<file path="src/fdm_pkg.sv">
// ----------------------------------------------------------------------------
// fdm_pkg
// shared constants and types of the frequency and duty-cycle meter
// ----------------------------------------------------------------------------
package fdm_pkg;

  localparam int unsigned CountWidth = 32;
  localparam int unsigned GateWidth  = 32;
  localparam int unsigned DutyWidth  = 7;
  localparam int unsigned NumWidth   = CountWidth + 7;
  localparam int unsigned QuoWidth   = 8;
  localparam int unsigned QueueDepth = 2;

  localparam logic [GateWidth-1:0]  GateReset   = GateWidth'(1000000);
  localparam logic [CountWidth-1:0] CountMax    = {CountWidth{1'b1}};
  localparam logic [DutyWidth-1:0]  DutyPercent = DutyWidth'(100);

  localparam logic KindDuty = 1'b0;
  localparam logic KindGate = 1'b1;

  typedef struct packed {
    logic                  has_duty;
    logic                  has_gate;
    logic [CountWidth-1:0] period;
    logic [CountWidth-1:0] high;
    logic [CountWidth-1:0] edges;
  } job_t;

  function automatic logic [CountWidth-1:0] sat_inc(input logic [CountWidth-1:0] v);
    sat_inc = (v == CountMax) ? CountMax : v + CountWidth'(1);
  endfunction

endpackage

</file>
<file path="src/frequency_duty_cycle_meter_core.sv">
// ----------------------------------------------------------------------------
// frequency_duty_cycle_meter_core
// one sample per request; reports period, high time and duty on rising
// edges, and the rising edge count at the close of each gate window
// ----------------------------------------------------------------------------
// throughput: one sample per cycle while the two-entry job queue has room
// a gate-only job goes from the queue straight to the output register; a duty
// job first passes one multiply step and eight division steps in the back end.
// The back end takes no new job until its last result is taken, so very short
// periods stall sampling once the queue fills
// reset: asynchronous active low, counters cleared, gate_ticks to 1000000
module frequency_duty_cycle_meter_core (
  input  logic                           clk_i,
  input  logic                           rst_ni,
  input  logic                           cfg_we_i,
  input  logic [fdm_pkg::GateWidth-1:0]  cfg_wdata_i,
  input  logic                           in_valid_i,
  output logic                           in_ready_o,
  input  logic                           signal_level_i,
  output logic                           out_valid_o,
  input  logic                           out_ready_i,
  output logic                           kind_o,
  output logic [fdm_pkg::CountWidth-1:0] edge_count_o,
  output logic [fdm_pkg::CountWidth-1:0] period_ticks_o,
  output logic [fdm_pkg::CountWidth-1:0] high_ticks_o,
  output logic [fdm_pkg::DutyWidth-1:0]  duty_percent_o,
  output logic                           last_o
);
  import fdm_pkg::*;

  logic push_valid, push_ready, pop_valid, pop_ready;
  job_t push_data, pop_data;

  fdm_front u_front (
    .clk_i          (clk_i),
    .rst_ni         (rst_ni),
    .cfg_we_i       (cfg_we_i),
    .cfg_wdata_i    (cfg_wdata_i),
    .in_valid_i     (in_valid_i),
    .in_ready_o     (in_ready_o),
    .signal_level_i (signal_level_i),
    .push_valid_o   (push_valid),
    .push_ready_i   (push_ready),
    .push_data_o    (push_data)
  );

  fdm_queue u_queue (
    .clk_i        (clk_i),
    .rst_ni       (rst_ni),
    .push_valid_i (push_valid),
    .push_ready_o (push_ready),
    .push_data_i  (push_data),
    .pop_valid_o  (pop_valid),
    .pop_ready_i  (pop_ready),
    .pop_data_o   (pop_data)
  );

  fdm_back u_back (
    .clk_i          (clk_i),
    .rst_ni         (rst_ni),
    .pop_valid_i    (pop_valid),
    .pop_ready_o    (pop_ready),
    .pop_data_i     (pop_data),
    .out_valid_o    (out_valid_o),
    .out_ready_i    (out_ready_i),
    .kind_o         (kind_o),
    .edge_count_o   (edge_count_o),
    .period_ticks_o (period_ticks_o),
    .high_ticks_o   (high_ticks_o),
    .duty_percent_o (duty_percent_o),
    .last_o         (last_o)
  );

endmodule

</file>
<file path="src/fdm_front.sv">
// ----------------------------------------------------------------------------
// fdm_front
// edge detection, period / high time / gate window counters, job build
// ----------------------------------------------------------------------------
module fdm_front (
  input  logic                           clk_i,
  input  logic                           rst_ni,
  input  logic                           cfg_we_i,
  input  logic [fdm_pkg::GateWidth-1:0]  cfg_wdata_i,
  input  logic                           in_valid_i,
  output logic                           in_ready_o,
  input  logic                           signal_level_i,
  output logic                           push_valid_o,
  input  logic                           push_ready_i,
  output fdm_pkg::job_t                  push_data_o
);
  import fdm_pkg::*;

  logic                  prev_q, prev_d;
  logic                  seen_q, seen_d;
  logic [CountWidth-1:0] period_q, period_d;
  logic [CountWidth-1:0] high_q, high_d;
  logic [CountWidth-1:0] gate_q, gate_d;
  logic [CountWidth-1:0] rise_q, rise_d;
  logic [GateWidth-1:0]  gate_ticks_q, gate_ticks_d;

  logic                  accept;
  logic                  rise, fall, gate_hit;
  logic [CountWidth-1:0] elapsed, gate_elapsed, rise_inc;
  job_t                  job;

  assign in_ready_o = push_ready_i;
  assign accept     = in_valid_i & in_ready_o;

  always_comb begin
    rise         = signal_level_i & ~prev_q;
    fall         = ~signal_level_i & prev_q;
    elapsed      = sat_inc(period_q);
    gate_elapsed = sat_inc(gate_q);
    gate_hit     = (gate_elapsed >= gate_ticks_q);
    rise_inc     = rise ? sat_inc(rise_q) : rise_q;

    job.has_duty = rise & seen_q;
    job.has_gate = gate_hit;
    job.period   = elapsed;
    job.high     = high_q;
    job.edges    = rise_inc;

    prev_d       = prev_q;
    seen_d       = seen_q;
    period_d     = period_q;
    high_d       = high_q;
    gate_d       = gate_q;
    rise_d       = rise_q;
    gate_ticks_d = cfg_we_i ? cfg_wdata_i : gate_ticks_q;

    if (accept) begin
      prev_d = signal_level_i;
      if (rise) begin
        seen_d   = 1'b1;
        period_d = '0;
      end else begin
        period_d = elapsed;
        if (fall && seen_q) begin
          high_d = elapsed;
        end
      end
      if (gate_hit) begin
        gate_d = '0;
        rise_d = '0;
      end else begin
        gate_d = gate_elapsed;
        rise_d = rise_inc;
      end
    end
  end

  assign push_valid_o = accept & (job.has_duty | job.has_gate);
  assign push_data_o  = job;

  always_ff @(posedge clk_i or negedge rst_ni) begin
    if (!rst_ni) begin
      prev_q       <= 1'b0;
      seen_q       <= 1'b0;
      period_q     <= '0;
      high_q       <= '0;
      gate_q       <= '0;
      rise_q       <= '0;
      gate_ticks_q <= GateReset;
    end else begin
      prev_q       <= prev_d;
      seen_q       <= seen_d;
      period_q     <= period_d;
      high_q       <= high_d;
      gate_q       <= gate_d;
      rise_q       <= rise_d;
      gate_ticks_q <= gate_ticks_d;
    end
  end

endmodule

</file>
<file path="src/fdm_queue.sv">
// ----------------------------------------------------------------------------
// fdm_queue
// two-entry job queue between front and back
// ----------------------------------------------------------------------------
module fdm_queue (
  input  logic          clk_i,
  input  logic          rst_ni,
  input  logic          push_valid_i,
  output logic          push_ready_o,
  input  fdm_pkg::job_t push_data_i,
  output logic          pop_valid_o,
  input  logic          pop_ready_i,
  output fdm_pkg::job_t pop_data_o
);
  import fdm_pkg::*;

  localparam int unsigned PtrWidth = $clog2(QueueDepth);

  job_t                  mem_q [QueueDepth];
  logic [PtrWidth-1:0]   wr_ptr_q, wr_ptr_d;
  logic [PtrWidth-1:0]   rd_ptr_q, rd_ptr_d;
  logic [PtrWidth:0]     count_q, count_d;
  logic                  do_push, do_pop;

  assign push_ready_o = (count_q != (PtrWidth+1)'(QueueDepth));
  assign pop_valid_o  = (count_q != '0);
  assign pop_data_o   = mem_q[rd_ptr_q];
  assign do_push      = push_valid_i & push_ready_o;
  assign do_pop       = pop_valid_o & pop_ready_i;

  always_comb begin
    wr_ptr_d = wr_ptr_q;
    rd_ptr_d = rd_ptr_q;
    count_d  = count_q;
    if (do_push) begin
      wr_ptr_d = (wr_ptr_q == PtrWidth'(QueueDepth - 1)) ? '0 : wr_ptr_q + PtrWidth'(1);
    end
    if (do_pop) begin
      rd_ptr_d = (rd_ptr_q == PtrWidth'(QueueDepth - 1)) ? '0 : rd_ptr_q + PtrWidth'(1);
    end
    if (do_push && !do_pop) begin
      count_d = count_q + (PtrWidth+1)'(1);
    end else if (do_pop && !do_push) begin
      count_d = count_q - (PtrWidth+1)'(1);
    end
  end

  always_ff @(posedge clk_i) begin
    if (do_push) begin
      mem_q[wr_ptr_q] <= push_data_i;
    end
  end

  always_ff @(posedge clk_i or negedge rst_ni) begin
    if (!rst_ni) begin
      wr_ptr_q <= '0;
      rd_ptr_q <= '0;
      count_q  <= '0;
    end else begin
      wr_ptr_q <= wr_ptr_d;
      rd_ptr_q <= rd_ptr_d;
      count_q  <= count_d;
    end
  end

endmodule

</file>
<file path="src/fdm_back.sv">
// ----------------------------------------------------------------------------
// fdm_back
// duty computation by bit-serial division and result output register
// ----------------------------------------------------------------------------
module fdm_back (
  input  logic                            clk_i,
  input  logic                            rst_ni,
  input  logic                            pop_valid_i,
  output logic                            pop_ready_o,
  input  fdm_pkg::job_t                   pop_data_i,
  output logic                            out_valid_o,
  input  logic                            out_ready_i,
  output logic                            kind_o,
  output logic [fdm_pkg::CountWidth-1:0]  edge_count_o,
  output logic [fdm_pkg::CountWidth-1:0]  period_ticks_o,
  output logic [fdm_pkg::CountWidth-1:0]  high_ticks_o,
  output logic [fdm_pkg::DutyWidth-1:0]   duty_percent_o,
  output logic                            last_o
);
  import fdm_pkg::*;

  localparam int unsigned StepWidth = $clog2(QuoWidth);

  localparam logic [1:0] StIdle = 2'd0;
  localparam logic [1:0] StMul  = 2'd1;
  localparam logic [1:0] StDiv  = 2'd2;
  localparam logic [1:0] StOut  = 2'd3;

  logic [1:0]            state_q, state_d;
  job_t                  job_q, job_d;
  logic [NumWidth-1:0]   num_q, num_d;
  logic [QuoWidth-1:0]   quo_q, quo_d;
  logic [StepWidth-1:0]  step_q, step_d;
  logic                  gate_pend_q, gate_pend_d;

  logic                  kind_q, kind_d;
  logic [CountWidth-1:0] edges_q, edges_d;
  logic [CountWidth-1:0] period_q, period_d;
  logic [CountWidth-1:0] high_q, high_d;
  logic [DutyWidth-1:0]  duty_q, duty_d;
  logic                  last_q, last_d;

  logic [NumWidth-1:0]   trial;

  assign pop_ready_o    = (state_q == StIdle);
  assign out_valid_o    = (state_q == StOut);
  assign kind_o         = kind_q;
  assign edge_count_o   = edges_q;
  assign period_ticks_o = period_q;
  assign high_ticks_o   = high_q;
  assign duty_percent_o = duty_q;
  assign last_o         = last_q;

  assign trial = NumWidth'(job_q.period) << step_q;

  always_comb begin
    state_d     = state_q;
    job_d       = job_q;
    num_d       = num_q;
    quo_d       = quo_q;
    step_d      = step_q;
    gate_pend_d = gate_pend_q;
    kind_d      = kind_q;
    edges_d     = edges_q;
    period_d    = period_q;
    high_d      = high_q;
    duty_d      = duty_q;
    last_d      = last_q;

    unique case (state_q)
      StIdle: begin
        if (pop_valid_i) begin
          job_d = pop_data_i;
          if (pop_data_i.has_duty) begin
            state_d = StMul;
          end else begin
            kind_d   = KindGate;
            edges_d  = pop_data_i.edges;
            period_d = '0;
            high_d   = '0;
            duty_d   = '0;
            last_d   = 1'b1;
            state_d  = StOut;
          end
        end
      end
      StMul: begin
        num_d   = NumWidth'(job_q.high) * NumWidth'(100);
        quo_d   = '0;
        step_d  = StepWidth'(QuoWidth - 1);
        state_d = StDiv;
      end
      StDiv: begin
        if (num_q >= trial) begin
          num_d         = num_q - trial;
          quo_d[step_q] = 1'b1;
        end
        if (step_q == '0) begin
          kind_d      = KindDuty;
          edges_d     = '0;
          period_d    = job_q.period;
          high_d      = job_q.high;
          duty_d      = (quo_d > QuoWidth'(DutyPercent)) ? DutyPercent : quo_d[DutyWidth-1:0];
          last_d      = ~job_q.has_gate;
          gate_pend_d = job_q.has_gate;
          state_d     = StOut;
        end else begin
          step_d = step_q - StepWidth'(1);
        end
      end
      StOut: begin
        if (out_ready_i) begin
          if (gate_pend_q) begin
            kind_d      = KindGate;
            edges_d     = job_q.edges;
            period_d    = '0;
            high_d      = '0;
            duty_d      = '0;
            last_d      = 1'b1;
            gate_pend_d = 1'b0;
          end else begin
            state_d = StIdle;
          end
        end
      end
      default: state_d = StIdle;
    endcase
  end

  always_ff @(posedge clk_i) begin
    job_q    <= job_d;
    num_q    <= num_d;
    quo_q    <= quo_d;
    step_q   <= step_d;
    kind_q   <= kind_d;
    edges_q  <= edges_d;
    period_q <= period_d;
    high_q   <= high_d;
    duty_q   <= duty_d;
    last_q   <= last_d;
  end

  always_ff @(posedge clk_i or negedge rst_ni) begin
    if (!rst_ni) begin
      state_q     <= StIdle;
      gate_pend_q <= 1'b0;
    end else begin
      state_q     <= state_d;
      gate_pend_q <= gate_pend_d;
    end
  end

endmodule
</file>
<file path="config.mk">
export PLATFORM = sky130hd
export DESIGN_NAME = frequency_duty_cycle_meter_core
export DESIGN_NICKNAME = d
export VERILOG_FILES = /design/src/fdm_pkg.sv /design/src/frequency_duty_cycle_meter_core.sv /design/src/fdm_front.sv /design/src/fdm_queue.sv /design/src/fdm_back.sv
export SDC_FILE = /design/constraint.sdc
export NUM_CORES = 1
export LEC_CHECK = 0
export BUFFER_PORTS_ARGS = -buffer_cell sky130_fd_sc_hd__buf_2
export CAP_MARGIN = 10
export CORE_ASPECT_RATIO = 1.1
export CORE_UTILIZATION = 56
export CTS_CLUSTER_DIAMETER = 150
export CTS_CLUSTER_SIZE = 28
export DETAILED_ROUTE_END_ITERATION = 10
export GPL_TIMING_DRIVEN = 1
export HOLD_SLACK_MARGIN = 0.06
export PLACE_DENSITY = 0.86
export SYNTH_ARGS = -nofsm -noshare
export SYNTH_HDL_FRONTEND = slang
export SYNTH_HIERARCHICAL = 1
export SYNTH_SLANG_ARGS = --single-unit
</file>
<file path="constraint.sdc">
create_clock -name clk_i -period 19 [get_ports clk_i]
set_input_delay 0.95 -clock clk_i [delete_from_list [all_inputs] [get_ports clk_i]]
set_output_delay 0.95 -clock clk_i [all_outputs]
set_load 0.02 [all_outputs]
</file>
Word level (Yosys, flattened, before mapping)
Memory sizes are Yosys's and may differ from the RTL's.
Cells that the tools add are included.

storage, ports and cells
  output and inout port bits = 107
  flip-flop bits (word level) = 421
  RAM bits = 196
  logic and storage cells = 151
  input bits = 38
  memories kept = 1

cells by class
  mux-type cells = 60
  bitwise gates (word level) = 13
  reductions and logical operators = 21
  $add $sub $neg = 9
  multiply operators = 1
  equal/unequal tests = 15
  shift-type cells = 1
  $lt $le $gt $ge = 5

memories
  name           words  width  rd ports  clocked after Yosys merged registers in  wr ports  RTL line         source
  u_queue.mem_q  2      98     1         0                                        1         fdm_queue.sv:19  job_t mem_q [QueueDepth];

operator list
  operator               count
  $mux 32                18
  $pmux 32 s3            3
  $add 32x1->32 const B  3
  $eq 32x32->1 const B   3
  $pmux 39 s2            1
  $mux 7                 6
  $ge 39x39->1           1
  $mux 39                1
  $shl 32x3->39          1
  $sub 39x39->39         1
  $mul 32x5->37 const B  1
  $ge 32x32->1           1
  $pmux 7 s3             1
  $mux 8                 2
  $pmux 8 s2             1
  $mux 2                 7
  $mux 1                 13
  $ne 2x1->1 const B     5
  $gt 8x7->1 const B     1
  $ne 2x2->1 const B     4
  $or 8x8->8             1
  $pmux 2 s4             1
  $reduce_and 2->1       4
  $reduce_bool 2->1      4
  other kinds (24)       41

Logic depth before layout (Yosys ltp)
  depth in word-level cells = 11
  mapped depth = 22
  depth with buffers taken out = 20

Cells and area by module
Netlist, hierarchy kept.

by module, submodules not included
  module     area each (um^2)  sequential area each (um^2)  cells each  instances
  fdm_back   15817.7           7642.3                       1350        1
  fdm_front  9524.1            4062.6                       1113        1
  fdm_queue  7294.5            5985.7                       323         1

Least setup slack after synthesis
No wires, ideal clock.

  kind = reg-to-reg
  start = register u_back.state_q[0]
  end = register u_back.duty_q[0] (netlist: u_back/duty_percent_o[0]), enable pin
  clock period less this slack = 18673 ps
  path slack = 327 ps
  arrival time = 17549 ps
  required time = 17876 ps
  buffers on the path = 1
  library setup time = 1124 ps
  stages on the path, launching flop included = 6
  cells stage by stage = dfrtp_1 > ha_1 > clkbuf_1 > nor2b_1 > a221o_1 > a2111oi_0

between the ends
  longest elaborated chain between the ends = 3
  elaborated cells on any way between the ends = 10
  classes of those cells = eq/ne: 7; reduce/logical: 3

ends and longest elaborated chain
  item                                                                     RTL line                               source
  from (decl)                                                              fdm_back.sv:29                         logic [1:0] state_q, state_d;
  from (signal assigned)                                                   fdm_back.sv:145                        state_q <= StIdle;
  from (signal assigned)                                                   fdm_back.sv:148                        state_q <= state_d;
  $eq 2x2->1 *                                                             n/a
  named net out_valid_o                                                    frequency_duty_cycle_meter_core.sv:20  output logic out_valid_o,
  $ne 2x1->1 (no source line) / $reduce_bool 3->1 (equally long branches)  n/a
  $reduce_and 6->1 (no source line) *                                      n/a
  to (signal assigned)                                                     fdm_back.sv:139                        duty_q <= duty_d;
  to (decl)                                                                fdm_back.sv:40                         logic [DutyWidth-1:0] duty_q, duty_d;

The timed path passes the listed nets; every way through them passes the cells marked *.
A chain may end at the register's enable or synchronous reset.

==> reports/metrics.csv <==
metric,value,unit
grt_antenna_before_repair,2,
filler_cell_count,4270,
drtAntennaViolNets,0,
r2r_slack,12.68,ns
clkLatencyLatePin,0.62,ns
relSlewSlack,0.214,
grt_max_degree,101,
cp-start-kind,flop,
ys_top_cells_by_count,"edfxtp_1 (448), nand2_1 (304), inv_1 (191)",
crit_type,flop to flop,
die_w,232,µm
hold_buffers,0,
wl_per_cell,20.0,µm
finalHoldViolations,0,
numCtsBuffers,26,
hold_path.class,input pin to async pin,
worst_slew_pin_slew,1.18,ns
io_pins,145,
arrival,6.56,ns
synth_compound_area_frac,0.102,
routed_wl,72500,µm
end_kind,flop,
yosys.cell_types.count,92,
detail_route.vias_per_cell,6.09,
synthMuxAreaShare,0.0729,
failed_checks,DRC,
drive_gt1_frac,0.141,
rsz0062_at_grt,no,
drc_errors,1,
numPortBuffers,144,
yosys.area.top_type_share,0.412,
synth_top_family_by_area,simple AND/OR/NAND/NOR gates,
vias,22100,
dieArea,0.0592,mm²
tritoncts,done,
cts_resized,0,
yosysMostFrequentCell,edfxtp_1,
ys_seq_area_frac,0.542,
skew,0.0515,ns
yosysWarnings,6,
synthXorXnorAreaFrac,0.0362,
fmaxAchievable,158,MHz
critPathMaxFanout,59,
fp-row-count,92,
async_flop_share,0.274,
final_max_slew_viol_count,0,
min_period,6.32,ns
syn_area_per_cell,11.7,µm²
required,19.24,ns
clock_path_buffers,3,
syn_nets,3034,
diodes,0,
finalSetupViolations,0,
synth_seq_cells,617,
hpwl,51200,µm
clockRootBuffer,clkbuf_16,
syn_area,0.0326,mm²
tns,0,ns
synth_area_leaders,"edfxtp_1 (41%), dfrtp_1 (12%), ha_1 (7.0%), mux2_2 (3.8%), nand2_1 (3.5%)",
cap_viol_max_count,0,
clk_pin_slew_worst_paths,0.11,ns
die_y,255,µm
fin_crit_sh,0.333,
outcome,"complete, but fails checks",
synth_adder_area_share,0.0869,
h-tree-depth,1,
grt_pass1_vias,21800,
ys_dominant_reg_cell,edfxtp_1,
coreArea,0.0574,mm²
first_iter_violations,1870,
post_cts_buffers,0,
grt_overflow,0,
start_util,0.568,
clock_sinks,617,
yosys.area_share.simple,0.120,
syn_inst,2786,
synth_enable_flop_cells,448,
place.gp.congestion,0.935,
grt_usage,0.242,
drtPass1Iterations,9,
areaGrowthSynthToFinish,6.55,%
grt_pass1_wl,115000,µm
nNetsFinal,3109,
yosysTopAreaCell,edfxtp_1,
==> critical path, cell delays in order, from the launching register on <==
cell and delay [ns]:
dfrtp_1 0.46, and4_1 0.24, nand4_1 0.25, and2b_1 0.27, nand2b_1 0.83, o21ai_0 0.40
ha_1 0.42, a21o_1 0.19, a211oi_1 0.22, o211ai_1 0.14, a2111o_1 0.47, a21oi_4 0.17
buf_4 0.48, inv_2 0.18, o21a_1 0.24, nand2_1 0.16, nor2_4 0.16, buf_16 0.21
buf_4 0.36
==> final cells by class <==
type / count / area [µm²] / area share
Multi-Input combinational cell: 1855 / 13700 / 0.395
Sequential cell: 617 / 17700 / 0.509
Clock inverter: 3 / 45.0 / 0.00130
Timing Repair Buffer: 168 / 927 / 0.0267
Inverter: 193 / 724 / 0.0208
Clock buffer: 45 / 722 / 0.0208
Tap cell: 752 / 941 / 0.0271
==> cell families after synthesis <==
family | Yosys count
muxes | 186
AOI/OAI and AO/OA | 516
adders and majority gates | 210
DFF | 617
buffers and inverters | 314
xor gates and xnor gates | 135
and+or+nand+nor | 808
==> path summary, 6_finish.rpt <==
kind                                         start                  endpoint  cells past startpoint
min in group clk_i              u_front/high_q[20]      u_queue/mem_q[1][52]                      0
worst max register to register   u_front/gate_q[2]      u_queue/mem_q[0][52]                     18
worst max-delay path             u_front/gate_q[2]      u_queue/mem_q[0][52]                     18
worst min-delay path                        rst_ni  u_front/gate_ticks_q[28]                      1
worst min register to register  u_front/high_q[20]      u_queue/mem_q[1][52]                      0
max in group asynchronous                   rst_ni        u_front/high_q[20]                      2
==> registers in the layout (all words and copies together), names as in the netlist, 2 cells and up <==
signal,flops
u_front/rise_q,32
u_back/edge_count_o,32
u_front/gate_q,32
u_back/high_ticks_o,32
u_back/step_q,3
u_front/gate_ticks_q,32
u_back/period_ticks_o,32
u_front/high_q,32
u_back/state_q,2
u_back/num_q,39
u_back/duty_percent_o,7
u_back/quo_q,8
u_queue/count_q,2
u_queue/mem_q,196
u_back/job_q,97
u_front/period_q,32
==> placed cells by master (no fill, tap or decap), drive strengths merged, types with 12 or more instances in the layout <==
master,netlist,layout
nor2,159,159
nor3,33,33
and4,19,19
o21ai,129,129
nor2b,15,15
nand2b,14,14
mux4,26,26
inv,192,194
clkbuf,64,45
mux2i,39,39
mux2,121,121
xor2,68,68
a22o,49,49
fa,28,28
o21a,17,17
ha,182,182
a21oi,140,140
nand4,39,39
dfrtp,162,162
edfxtp,448,448
nand3,80,80
a31oi,58,58
and2,60,60
a211oi,16,16
a21o,29,29
buf,57,168
xnor2,67,67
nor4,12,12
and3,45,45
nand2,306,306
==> metal layers <==
layer  part of all wire  GRT usage  vias to the layer above
met5            0.00032          0                        -
met4              0.028     0.0759                        4
met3              0.063     0.0219                      139
met2               0.50      0.422                      924
met1               0.41      0.321                    10800
li1                   -          -                    10200
==> stage by stage <==
| stage | util | cell area [µm²] | setup WS [ns] | instances | hold slack (ns) |
|---|---|---|---|---|---|
| after detailed placement | 0.592 | 34000 | 12.56 | 3584 | 0.454 |
| final | 0.605 | 34800 | 12.68 | 3633 | 0.433 |
| after floorplan | - | 32600 | 0.327 | 2786 | 0.438 |
| after CTS | 0.605 | 34700 | 12.48 | 3632 | 0.454 |
| after global placement | 0.592 | 34000 | 12.74 | 3584 | 0.449 |
| after global routing | 0.605 | 34800 | 12.25 | 3633 | 0.482 |
Power is left out: the tool's default activity adds up to more than one toggle a clock period on the data nets, which glitch-free logic cannot reach.
